### src/hdl/ucer_pkg.sv
// Package of the USB control endpoint responder: payload and register types,
// request and response codes, sequencer states, descriptor tables. No dependencies.
package ucer_pkg;

  localparam int EP0_PACKET_BYTES_DEF  = 8;
  localparam int CONFIG_DESC_BYTES_DEF = 32;
  localparam int DEV_DESC_BYTES        = 18;
  localparam int CFG_TABLE_BYTES       = 9 + 9 + 7 + 7;

  // Event types on the input channel.
  localparam logic [2:0] REQ_SETUP    = 3'd0;
  localparam logic [2:0] REQ_EP0_IN   = 3'd1;
  localparam logic [2:0] REQ_EP0_OUT  = 3'd2;
  localparam logic [2:0] REQ_EP1_OUT  = 3'd3;
  localparam logic [2:0] REQ_TICK     = 3'd4;
  localparam logic [2:0] REQ_STATUS   = 3'd5;

  // Response kinds on the result channel.
  localparam logic [2:0] KIND_ACK     = 3'd0;
  localparam logic [2:0] KIND_STALL   = 3'd1;
  localparam logic [2:0] KIND_ZLP     = 3'd2;
  localparam logic [2:0] KIND_DATA    = 3'd3;
  localparam logic [2:0] KIND_SETADDR = 3'd4;
  localparam logic [2:0] KIND_LED     = 3'd5;
  localparam logic [2:0] KIND_EP1_IN  = 3'd6;

  // Standard requests.
  localparam logic [7:0] BREQ_SET_ADDRESS = 8'h05;
  localparam logic [7:0] BREQ_GET_DESC    = 8'h06;
  localparam logic [7:0] BREQ_SET_CONFIG  = 8'h09;
  localparam logic [7:0] SETUP_BYTES      = 8'h08;

  localparam logic [7:0] DTYPE_DEVICE = 8'h01;
  localparam logic [7:0] DTYPE_CONFIG = 8'h02;

  // Descriptor selection.
  localparam logic [1:0] SEL_NONE   = 2'd0;
  localparam logic [1:0] SEL_DEVICE = 2'd1;
  localparam logic [1:0] SEL_CONFIG = 2'd2;

  // Configuration register indexes.
  localparam logic [1:0] CFG_VENDOR_ID  = 2'd0;
  localparam logic [1:0] CFG_PRODUCT_ID = 2'd1;
  localparam logic [1:0] CFG_RELEASE    = 2'd2;
  localparam logic [1:0] CFG_MAX_POWER  = 2'd3;

  localparam logic [15:0] VENDOR_ID_RST  = 16'h1234;
  localparam logic [15:0] PRODUCT_ID_RST = 16'h5678;
  localparam logic [15:0] RELEASE_RST    = 16'h0001;
  localparam logic [7:0]  MAX_POWER_RST  = 8'd250;

  typedef struct packed {
    logic [2:0] req_type;
    logic [7:0] packet_length;
    logic [7:0] request_code;
    logic [7:0] value_low;
    logic [7:0] value_high;
    logic [7:0] length_low;
    logic [7:0] out_first_byte;
  } in_item_t;

  typedef struct packed {
    logic [2:0] resp_kind;
    logic [3:0] packet_len;
    logic [7:0] data_byte;
    logic       led_on;
    logic       last;
  } out_item_t;

  typedef struct packed {
    logic [15:0] vendor_id;
    logic [15:0] product_id;
    logic [15:0] device_release;
    logic [7:0]  max_power;
  } cfg_regs_t;

  typedef enum logic [2:0] {
    ST_IDLE,
    ST_DECODE,
    ST_PLAN,
    ST_SINGLE,
    ST_STREAM
  } st_t;

  localparam logic [7:0] DEV_TABLE [DEV_DESC_BYTES] = '{
    8'd18, 8'h01, 8'h00, 8'h02, 8'h00, 8'h00, 8'h00, 8'd8,
    8'h00, 8'h00, 8'h00, 8'h00, 8'h00, 8'h00, 8'h00, 8'h00,
    8'h00, 8'h01
  };

  localparam logic [7:0] CFG_TABLE [CFG_TABLE_BYTES] = '{
    8'd9, 8'h02, 8'h00, 8'h00, 8'h01, 8'h01, 8'h00, 8'h80, 8'h00,
    8'd9, 8'h04, 8'h00, 8'h00, 8'h02, 8'hFF, 8'hFF, 8'hFF, 8'h00,
    8'd7, 8'h05, 8'h81, 8'h03, 8'h01, 8'h00, 8'h06,
    8'd7, 8'h05, 8'h01, 8'h03, 8'h01, 8'h00, 8'h00
  };

  // One descriptor byte; the total length word of the configuration
  // descriptor comes from the build-time size, not from the table.
  function automatic logic [7:0] desc_byte(input logic [1:0] sel, input logic [5:0] idx,
                                           input cfg_regs_t regs,
                                           input logic [5:0] cfg_total);
    logic [7:0] b;
    b = 8'h00;
    if (sel == SEL_DEVICE) begin
      case (idx)
        6'd8:    b = regs.vendor_id[7:0];
        6'd9:    b = regs.vendor_id[15:8];
        6'd10:   b = regs.product_id[7:0];
        6'd11:   b = regs.product_id[15:8];
        6'd12:   b = regs.device_release[7:0];
        6'd13:   b = regs.device_release[15:8];
        default: b = (idx < 6'(DEV_DESC_BYTES)) ? DEV_TABLE[idx[4:0]] : 8'h00;
      endcase
    end else if (sel == SEL_CONFIG) begin
      case (idx)
        6'd2:    b = {2'b00, cfg_total};
        6'd3:    b = 8'h00;
        6'd8:    b = regs.max_power;
        default: b = (idx < 6'(CFG_TABLE_BYTES)) ? CFG_TABLE[idx[4:0]] : 8'h00;
      endcase
    end
    return b;
  endfunction

endpackage

### src/hdl/ucer_cfg_regs.sv
// Configuration register file of the control endpoint responder.
// Depends on ucer_pkg for the register type, indexes and reset values.
module ucer_cfg_regs import ucer_pkg::*; (
  input  logic        clk,
  input  logic        rst_n,
  input  logic        cfg_valid,
  output logic        cfg_ready,
  input  logic [1:0]  cfg_index,
  input  logic [15:0] cfg_data,
  output cfg_regs_t   regs
);

  cfg_regs_t regs_r;
  cfg_regs_t regs_nxt;

  // The user must write only while the block is idle; the block itself does not enforce this, and the port never waits.
  assign cfg_ready = 1'b1;
  assign regs      = regs_r;

  always_comb begin
    regs_nxt = regs_r;
    if (cfg_valid) begin
      case (cfg_index)
        CFG_VENDOR_ID:  regs_nxt.vendor_id      = cfg_data;
        CFG_PRODUCT_ID: regs_nxt.product_id     = cfg_data;
        CFG_RELEASE:    regs_nxt.device_release = cfg_data;
        CFG_MAX_POWER:  regs_nxt.max_power      = cfg_data[7:0];
        default:        regs_nxt = regs_r;
      endcase
    end
  end

  always_ff @(posedge clk) begin
    if (!rst_n) begin
      regs_r.vendor_id      <= VENDOR_ID_RST;
      regs_r.product_id     <= PRODUCT_ID_RST;
      regs_r.device_release <= RELEASE_RST;
      regs_r.max_power      <= MAX_POWER_RST;
    end else begin
      regs_r <= regs_nxt;
    end
  end

endmodule

### src/hdl/usb_control_endpoint_responder_unit.sv
// Top level of the USB control endpoint responder: event decode, descriptor sequencer
// and result register. Depends on ucer_pkg and ucer_cfg_regs.
//
//   channel  direction  handshake            payload
//   in_      input      in_valid / in_stall  in_item_t
//   out_     output     out_valid/out_stall  out_item_t
//   cfg_     input      cfg_valid/cfg_ready  cfg_index, cfg_data
//
// An event is accepted in idle and decoded, then its results, if any, are loaded;
// a descriptor chunk passes through a planning state first.
// A single byte counter and index adder walks the descriptor one byte per cycle;
// a stalled output register holds the sequencer, and in_stall stays high until the
// last result of the event is loaded. Reset is synchronous and needs no clearing pass.
module usb_control_endpoint_responder_unit import ucer_pkg::*; #(
  parameter int EP0_PACKET_BYTES  = EP0_PACKET_BYTES_DEF,
  parameter int CONFIG_DESC_BYTES = CONFIG_DESC_BYTES_DEF
) (
  input  logic        clk,
  input  logic        rst_n,
  input  logic        in_valid,
  output logic        in_stall,
  input  in_item_t    in_data,
  output logic        out_valid,
  input  logic        out_stall,
  output out_item_t   out_data,
  input  logic        cfg_valid,
  output logic        cfg_ready,
  input  logic [1:0]  cfg_index,
  input  logic [15:0] cfg_data
);

  localparam logic [6:0] EP0_W   = 7'(EP0_PACKET_BYTES);
  localparam logic [7:0] CFG_LEN = 8'(CONFIG_DESC_BYTES);

  cfg_regs_t regs;

  ucer_cfg_regs u_cfg (
    .clk       (clk),
    .rst_n     (rst_n),
    .cfg_valid (cfg_valid),
    .cfg_ready (cfg_ready),
    .cfg_index (cfg_index),
    .cfg_data  (cfg_data),
    .regs      (regs)
  );

  st_t        state_r, state_nxt, dec_goto;
  in_item_t   item_r, item_nxt;
  logic [7:0] last_req_r, last_req_nxt;
  logic [1:0] sel_r, sel_nxt;
  logic [5:0] size_r, size_nxt;
  logic [5:0] sent_r, sent_nxt;
  logic [7:0] addr_r, addr_nxt;
  logic       configured_r, configured_nxt;
  logic [7:0] tick_r, tick_nxt;
  logic [5:0] chunk_r, chunk_nxt;
  logic [5:0] idx_r, idx_nxt;
  logic [5:0] cnt_r, cnt_nxt;
  logic [2:0] res_kind_r, res_kind_nxt;
  logic [7:0] res_data_r, res_data_nxt;
  logic       res_led_r, res_led_nxt;
  logic       out_valid_r, out_valid_nxt;
  out_item_t  out_data_r, out_data_nxt;

  logic       accept;
  logic       slot_free;
  logic [5:0] rem;
  logic [5:0] chunk;
  logic       last_beat;
  logic [7:0] cfg_size;

  assign accept    = in_valid && !in_stall;
  assign slot_free = !out_valid_r || !out_stall;
  assign in_stall  = (state_r != ST_IDLE);
  assign out_valid = out_valid_r;
  assign out_data  = out_data_r;

  assign rem       = (size_r > sent_r) ? (size_r - sent_r) : 6'd0;
  assign chunk     = ({1'b0, rem} < EP0_W) ? rem : EP0_W[5:0];
  assign last_beat = (cnt_r == (chunk_r - 6'd1));
  assign cfg_size  = (item_r.length_low < CFG_LEN) ? item_r.length_low : CFG_LEN;

  // Event decode: architectural updates and where the sequencer goes next.
  always_comb begin
    dec_goto       = ST_SINGLE;
    last_req_nxt   = last_req_r;
    sel_nxt        = sel_r;
    size_nxt       = size_r;
    sent_nxt       = sent_r;
    addr_nxt       = addr_r;
    configured_nxt = configured_r;
    tick_nxt       = tick_r;
    res_kind_nxt   = res_kind_r;
    res_data_nxt   = res_data_r;
    res_led_nxt    = res_led_r;
    chunk_nxt      = chunk_r;
    idx_nxt        = idx_r;
    cnt_nxt        = cnt_r;
    item_nxt       = accept ? in_data : item_r;

    case (state_r)
      ST_DECODE: begin
        res_kind_nxt = KIND_ACK;
        res_data_nxt = 8'h00;
        res_led_nxt  = 1'b0;
        case (item_r.req_type)
          REQ_SETUP: begin
            if (item_r.packet_length != SETUP_BYTES) begin
              res_kind_nxt = KIND_STALL;
            end else begin
              last_req_nxt = item_r.request_code;
              if (item_r.request_code == BREQ_GET_DESC) begin
                if (item_r.value_high == DTYPE_DEVICE) begin
                  sel_nxt  = SEL_DEVICE;
                  size_nxt = 6'(DEV_DESC_BYTES);
                  sent_nxt = 6'd0;
                  dec_goto = ST_PLAN;
                end else if (item_r.value_high == DTYPE_CONFIG) begin
                  sel_nxt  = SEL_CONFIG;
                  size_nxt = cfg_size[5:0];
                  sent_nxt = 6'd0;
                  dec_goto = ST_PLAN;
                end else begin
                  sel_nxt      = SEL_NONE;
                  res_kind_nxt = KIND_STALL;
                end
              end else if (item_r.request_code == BREQ_SET_ADDRESS) begin
                addr_nxt     = item_r.value_low;
                res_kind_nxt = KIND_ZLP;
              end else if (item_r.request_code == BREQ_SET_CONFIG) begin
                configured_nxt = 1'b1;
                res_kind_nxt   = KIND_ZLP;
              end else begin
                res_kind_nxt = KIND_STALL;
              end
            end
          end
          REQ_EP0_IN: begin
            if (last_req_r == BREQ_GET_DESC && sel_r != SEL_NONE) begin
              dec_goto = ST_PLAN;
            end else if (last_req_r == BREQ_SET_ADDRESS) begin
              res_kind_nxt = KIND_SETADDR;
              res_data_nxt = addr_r;
            end
          end
          REQ_EP1_OUT: begin
            if (item_r.packet_length == 8'd1) begin
              res_kind_nxt = KIND_LED;
              res_led_nxt  = item_r.out_first_byte[0];
            end else begin
              dec_goto = ST_IDLE;
            end
          end
          REQ_TICK: begin
            if (configured_r) begin
              res_kind_nxt = KIND_EP1_IN;
              res_data_nxt = tick_r;
              tick_nxt     = tick_r + 8'd1;
            end else begin
              dec_goto = ST_IDLE;
            end
          end
          default: res_kind_nxt = KIND_ACK;
        endcase
      end
      ST_PLAN: begin
        if (chunk == 6'd0) begin
          res_kind_nxt = KIND_ZLP;
          res_data_nxt = 8'h00;
          res_led_nxt  = 1'b0;
        end else begin
          chunk_nxt = chunk;
          idx_nxt   = sent_r;
          cnt_nxt   = 6'd0;
          sent_nxt  = sent_r + chunk;
        end
      end
      ST_STREAM: begin
        if (slot_free) begin
          idx_nxt = idx_r + 6'd1;
          cnt_nxt = cnt_r + 6'd1;
        end
      end
      default: dec_goto = ST_SINGLE;
    endcase
  end

  // Next state.
  always_comb begin
    state_nxt = state_r;
    case (state_r)
      ST_IDLE:   if (accept) state_nxt = ST_DECODE;
      ST_DECODE: state_nxt = dec_goto;
      ST_PLAN:   state_nxt = (chunk == 6'd0) ? ST_SINGLE : ST_STREAM;
      ST_SINGLE: if (slot_free) state_nxt = ST_IDLE;
      ST_STREAM: if (slot_free && last_beat) state_nxt = ST_IDLE;
      default:   state_nxt = ST_IDLE;
    endcase
  end

  // Result register loading.
  always_comb begin
    out_data_nxt  = out_data_r;
    out_valid_nxt = out_valid_r && out_stall;
    case (state_r)
      ST_SINGLE: begin
        if (slot_free) begin
          out_valid_nxt           = 1'b1;
          out_data_nxt.resp_kind  = res_kind_r;
          out_data_nxt.packet_len = 4'd0;
          out_data_nxt.data_byte  = res_data_r;
          out_data_nxt.led_on     = res_led_r;
          out_data_nxt.last       = 1'b1;
        end
      end
      ST_STREAM: begin
        if (slot_free) begin
          out_valid_nxt           = 1'b1;
          out_data_nxt.resp_kind  = KIND_DATA;
          out_data_nxt.packet_len = chunk_r[3:0];
          out_data_nxt.data_byte  = desc_byte(sel_r, idx_r, regs, CFG_LEN[5:0]);
          out_data_nxt.led_on     = 1'b0;
          out_data_nxt.last       = last_beat;
        end
      end
      default: out_data_nxt = out_data_r;
    endcase
  end

  always_ff @(posedge clk) begin
    if (!rst_n) begin
      state_r      <= ST_IDLE;
      out_valid_r  <= 1'b0;
      last_req_r   <= 8'h00;
      sel_r        <= SEL_NONE;
      size_r       <= 6'd0;
      sent_r       <= 6'd0;
      addr_r       <= 8'h00;
      configured_r <= 1'b0;
      tick_r       <= 8'h00;
    end else begin
      state_r      <= state_nxt;
      out_valid_r  <= out_valid_nxt;
      last_req_r   <= last_req_nxt;
      sel_r        <= sel_nxt;
      size_r       <= size_nxt;
      sent_r       <= sent_nxt;
      addr_r       <= addr_nxt;
      configured_r <= configured_nxt;
      tick_r       <= tick_nxt;
    end
  end

  always_ff @(posedge clk) begin
    item_r     <= item_nxt;
    chunk_r    <= chunk_nxt;
    idx_r      <= idx_nxt;
    cnt_r      <= cnt_nxt;
    res_kind_r <= res_kind_nxt;
    res_data_r <= res_data_nxt;
    res_led_r  <= res_led_nxt;
    out_data_r <= out_data_nxt;
  end

endmodule

### config.mk
export PLATFORM = sky130hd
export DESIGN_NAME = usb_control_endpoint_responder_unit
export DESIGN_NICKNAME = d
export VERILOG_FILES = /design/src/hdl/ucer_pkg.sv /design/src/hdl/ucer_cfg_regs.sv /design/src/hdl/usb_control_endpoint_responder_unit.sv
export SDC_FILE = /design/constraint.sdc
export NUM_CORES = 1
export LEC_CHECK = 0
export BUFFER_PORTS_ARGS = -buffer_cell sky130_fd_sc_hd__clkbuf_2
export CELL_PAD_IN_SITES_DETAIL_PLACEMENT = 1
export CELL_PAD_IN_SITES_GLOBAL_PLACEMENT = 2
export CORE_UTILIZATION = 41
export DETAILED_ROUTE_END_ITERATION = 7
export PLACE_DENSITY_LB_ADDON = 0.1
export SLEW_MARGIN = 30
export SYNTH_ARGS = -nofsm -noshare
export SYNTH_HDL_FRONTEND = slang
export SYNTH_HIERARCHICAL = 1
export SYNTH_SLANG_ARGS = --single-unit
export TNS_END_PERCENT = 5
### constraint.sdc
create_clock -name clk -period 5.55 [get_ports clk]
set_input_delay 0.555 -clock clk [delete_from_list [all_inputs] [get_ports clk]]
set_output_delay 0.555 -clock clk [all_outputs]
set_load 0.03 [all_outputs]
==> key figures <==
Clock network
  – Hold-fix buffer count after cts: 0
  – Post-CTS Setup Repair Bufs: 0
  – Cell at the root of the clock tree: sky130_fd_sc_hd__clkbuf_16
  – Worst-Skew Late Latency: 0.46 ns
  – Number of levels in the clock H-tree: 4
  – TritonCTS clock tree: done
  – Number of cells upsized or downsized after cts: 0
  – Clock sink count: 190
  – Clock slew at reported path FFs: 0.09 ns
  – CTS Buffer Depth: 2
  – CTS Buf Count: 17

Die
  – Y dimension of the die: 149 um
  – Core box area: 21200 sq um
  – Floorplan die width: 149 um
  – Initial cell density of the core: 42.0%
  – Die area: 22200 sq um
  – Number of top-level design ports: 94
  – Site Rows: 53

Power and ir drop
  – Post-layout power: 3.13 mW
  – Internal Dissipation: 2.30 mW
  – Leakage component of the power: 3.90 nW
  – Switch Pwr: 0.826 mW
  – Sw frac: 26.4%
  – Clk network pwr share: 41.8%
  – Combinational fraction of design power: 7.0%
  – Power density over the cells: 307 nW/um^2
  – Worst voltage drop across the vdd grid: 0.178 mV
  – Register share of total power: 51.2%

Worst setup path
  – Largest delay share family, worst path: compound AO/OA/AOI/OAI gates
  – Worst stage delay on the critical path: 0.43 ns
  – Required time worst endpoint: 5.94 ns
  – Critical Path Source Type: flip-flop
  – CP Class: flip-flop to flip-flop
  – Critical path endpoint category: flip-flop
  – Slowest cell on the critical path: sky130_fd_sc_hd__or3_1
  – Worst-path cell chain: ha_1, inv_1, fa_1, a211oi_1, and3b_1, mux2i_1, o21a_1, or3_1, inv_1, ha_1, a21o_1, a21oi_1, o21bai_1, a21oi_1, a211o_1, nand3_1
  – Bufs and invs on worst path: 2
  – CP max FO: 6
  – Signal arrival time at the worst endpoint: 4.02 ns

Drt
  – Residual DRC count: 0
  – Post-DR wirelength/cell: 19.0 um
  – Antenna violation net count after detailed routing: 0
  – Count of vias placed by the detailed router: 6582
  – Iteration-0 DRC count of the detailed router: 306
  – Number of iterations in the first detailed-routing pass: 5
  – Routed vias/inst: 5.43
  – Routed wire length: 23000 um

Global routing
  – Total routing usage reported by global routing: 22.0%
  – Initial antenna violation count: 0
  – Global-route wire length before repair: 36900 um
  – Largest net degree at the start of global routing: 51
  – Vias in the first global route: 7028
  – Grt total ovfl: 0

Flow run
  – Maximum capacitance violations: 0

Yosys
  – Cell type with the highest aggregate area in the netlist: sky130_fd_sc_hd__edfxtp_1
  – Synth cell types: 63
  – Post-Syn Area per Cell: 10.4 sq um
  – Proportion of register bits with asynchronous set or reset after synthesis: 0%
  – Number of standard cells after synthesis: 857
  – Sequential-to-total area share from yosys stat: 53.1%
  – Synth warn: 6
  – Syn Std Cell Area: 8870 sq um
  – Number of enable flip-flop cells after synthesis: 91
  – Top cell types by occurrence after synthesis: 119 x sky130_fd_sc_hd__nand2_1, 99 x sky130_fd_sc_hd__dfxtp_1, 91 x sky130_fd_sc_hd__edfxtp_1
  – Count leader, synth: sky130_fd_sc_hd__nand2_1
  – Most frequently used flop master after synthesis: sky130_fd_sc_hd__dfxtp_1
  – Largest cells by area after synthesis: sky130_fd_sc_hd__edfxtp_1 31%, sky130_fd_sc_hd__dfxtp_1 22%, sky130_fd_sc_hd__mux2i_1 7.3%
  – Portion of synthesized cell area occupied by the leading cell type: 30.8%
  – Number of flip-flops and latches in the synthesized netlist: 190

Timing
  – Final period utilization: 65.4%
  – Worst rel slew slack: 41.0%
  – Maximum clock rate: 0.276 GHz
  – Final critical path time including I/O delays and setup: 3.63 ns
  – Count of final hold-check violations: 0
  – Hold Slack: 0.264 ns
  – Unrepaired setup endpoints after global routing: no
  – Slew at the pin closest to its max-slew limit: 0.883 ns
  – Total Negative Setup Slacks: 0 ns
  – Clock skew: 0.0204 ns
  – Total count of max-transition violations in the final report: 0
  – Setup-failing EPs final: 0

Layout
  – Filler instances: 2337
  – Number of nets in the layout: 1022
  – Ant. Diodes: 0
  – Fraction of layout instances using a drive strength above 1: 14.6%
  – Syn-to-layout area delta: 14.6%

Place
  – HPWL after detailed placement: 16700 um
  – Count of input and output buffers: 85
  – Placer's final routability congestion estimate: 0.854

Min path
  – Worst min-delay path category: input pin to flip-flop

Outcome
  – Result of the run: finished clean
[cell families after synthesis]
family          after synthesis  synth area share (%)
xor+xnor                     27                  2.66
flops                       190                  53.1
simple gates                319                  17.8
other cells                   2                0.0846
buf+inv                      78                  3.76
compound gates              150                  11.1
mux                          67                  7.84
fa+ha+maj                    24                  3.55
[through the flow]
step	cell area (sq um)	instances	setup WS (ns)	util (%)
3_5_place_dp	9510	1180	1.91	45.0
3_3_place_gp	9500	1180	2.07	44.9
6_report	10200	1212	1.92	48.1
4_1_cts	10200	1212	1.87	48.1
5_1_grt	10200	1212	1.64	48.1
2_1_floorplan	8880	859	2.33	-
[path summary, 6_finish.rpt]
path	startpoint	to	slack, ns	cells after the start
max reg2reg	sent_r[0]	sent_r[5]	1.92	16
min reg2reg	u_cfg/regs[20]	u_cfg/regs[20]	0.46	2
max	sent_r[0]	sent_r[5]	1.92	16
min	in_data[17]	item_r[17]	0.26	1
[power groups by stage]
stage          Clock, mW  Combinational, mW  Sequential, mW
2_1_floorplan          0              0.134            1.63
3_3_place_gp           0              0.212            1.63
3_5_place_dp           0              0.221            1.63
4_1_cts             1.34              0.221            1.60
5_1_grt             1.40              0.241            1.61
6_report            1.31              0.220            1.60
[placed cells by master (no fill, tap or decap), types with 28 or more instances in the layout]
cell type / instances
sky130_fd_sc_hd__nand2_1: 119
sky130_fd_sc_hd__dfxtp_1: 99
sky130_fd_sc_hd__o21ai_0: 29
sky130_fd_sc_hd__edfxtp_1: 91
sky130_fd_sc_hd__clkbuf_2: 85
sky130_fd_sc_hd__nor2b_1: 28
sky130_fd_sc_hd__inv_1: 30
sky130_fd_sc_hd__a21oi_1: 38
sky130_fd_sc_hd__nor2_1: 64
sky130_fd_sc_hd__mux2i_1: 65
[worst register-to-register path, stage by stage, from the launching register on]
cell and delay [ns]:
sky130_fd_sc_hd__dfxtp_1 0.41, sky130_fd_sc_hd__ha_1 0.20, sky130_fd_sc_hd__inv_1 0.06, sky130_fd_sc_hd__fa_1 0.40
sky130_fd_sc_hd__a211oi_1 0.37, sky130_fd_sc_hd__and3b_1 0.24, sky130_fd_sc_hd__mux2i_1 0.10, sky130_fd_sc_hd__o21a_1 0.23
sky130_fd_sc_hd__or3_1 0.43, sky130_fd_sc_hd__inv_1 0.13, sky130_fd_sc_hd__ha_1 0.19, sky130_fd_sc_hd__a21o_1 0.12
sky130_fd_sc_hd__a21oi_1 0.09, sky130_fd_sc_hd__o21bai_1 0.14, sky130_fd_sc_hd__a21oi_1 0.11, sky130_fd_sc_hd__a211o_1 0.30
sky130_fd_sc_hd__nand3_1 0.07
[final cells by class]
class                           count  area, sq um  share of cell area [%]
Sequential cell                   190         4710                    46.3
Multi-Input combinational cell    591         3860                    37.9
Timing Repair Buffer               94          493                    4.85
Clock buffer                       17          425                    4.18
Tap cell                          275          344                    3.38
Clock inverter                     15          228                    2.24
Inverter                           30          113                    1.11
[routing by layer]
layer,vias up,wire length [um],global-route usage (%)
met2,133,11400,37.5
met1,3220,10400,27.1
met5,-,0,0
met3,33,688,3.88
met4,0,551,9.59
li1,3196,-,-
[registers in the layout (all words and copies together), names as in the netlist]
signal        count
addr_r            8
chunk_r           6
cnt_r             6
configured_r      1
idx_r             6
item_r           44
last_req_r        8
out_data         17
out_valid         1
res_data_r        8
res_kind_r        3
res_led_r         1
sel_r             2
sent_r            6
size_r            6
state_r           3
tick_r            8
u_cfg/regs       56
Power figures use the tool's default switching activity.
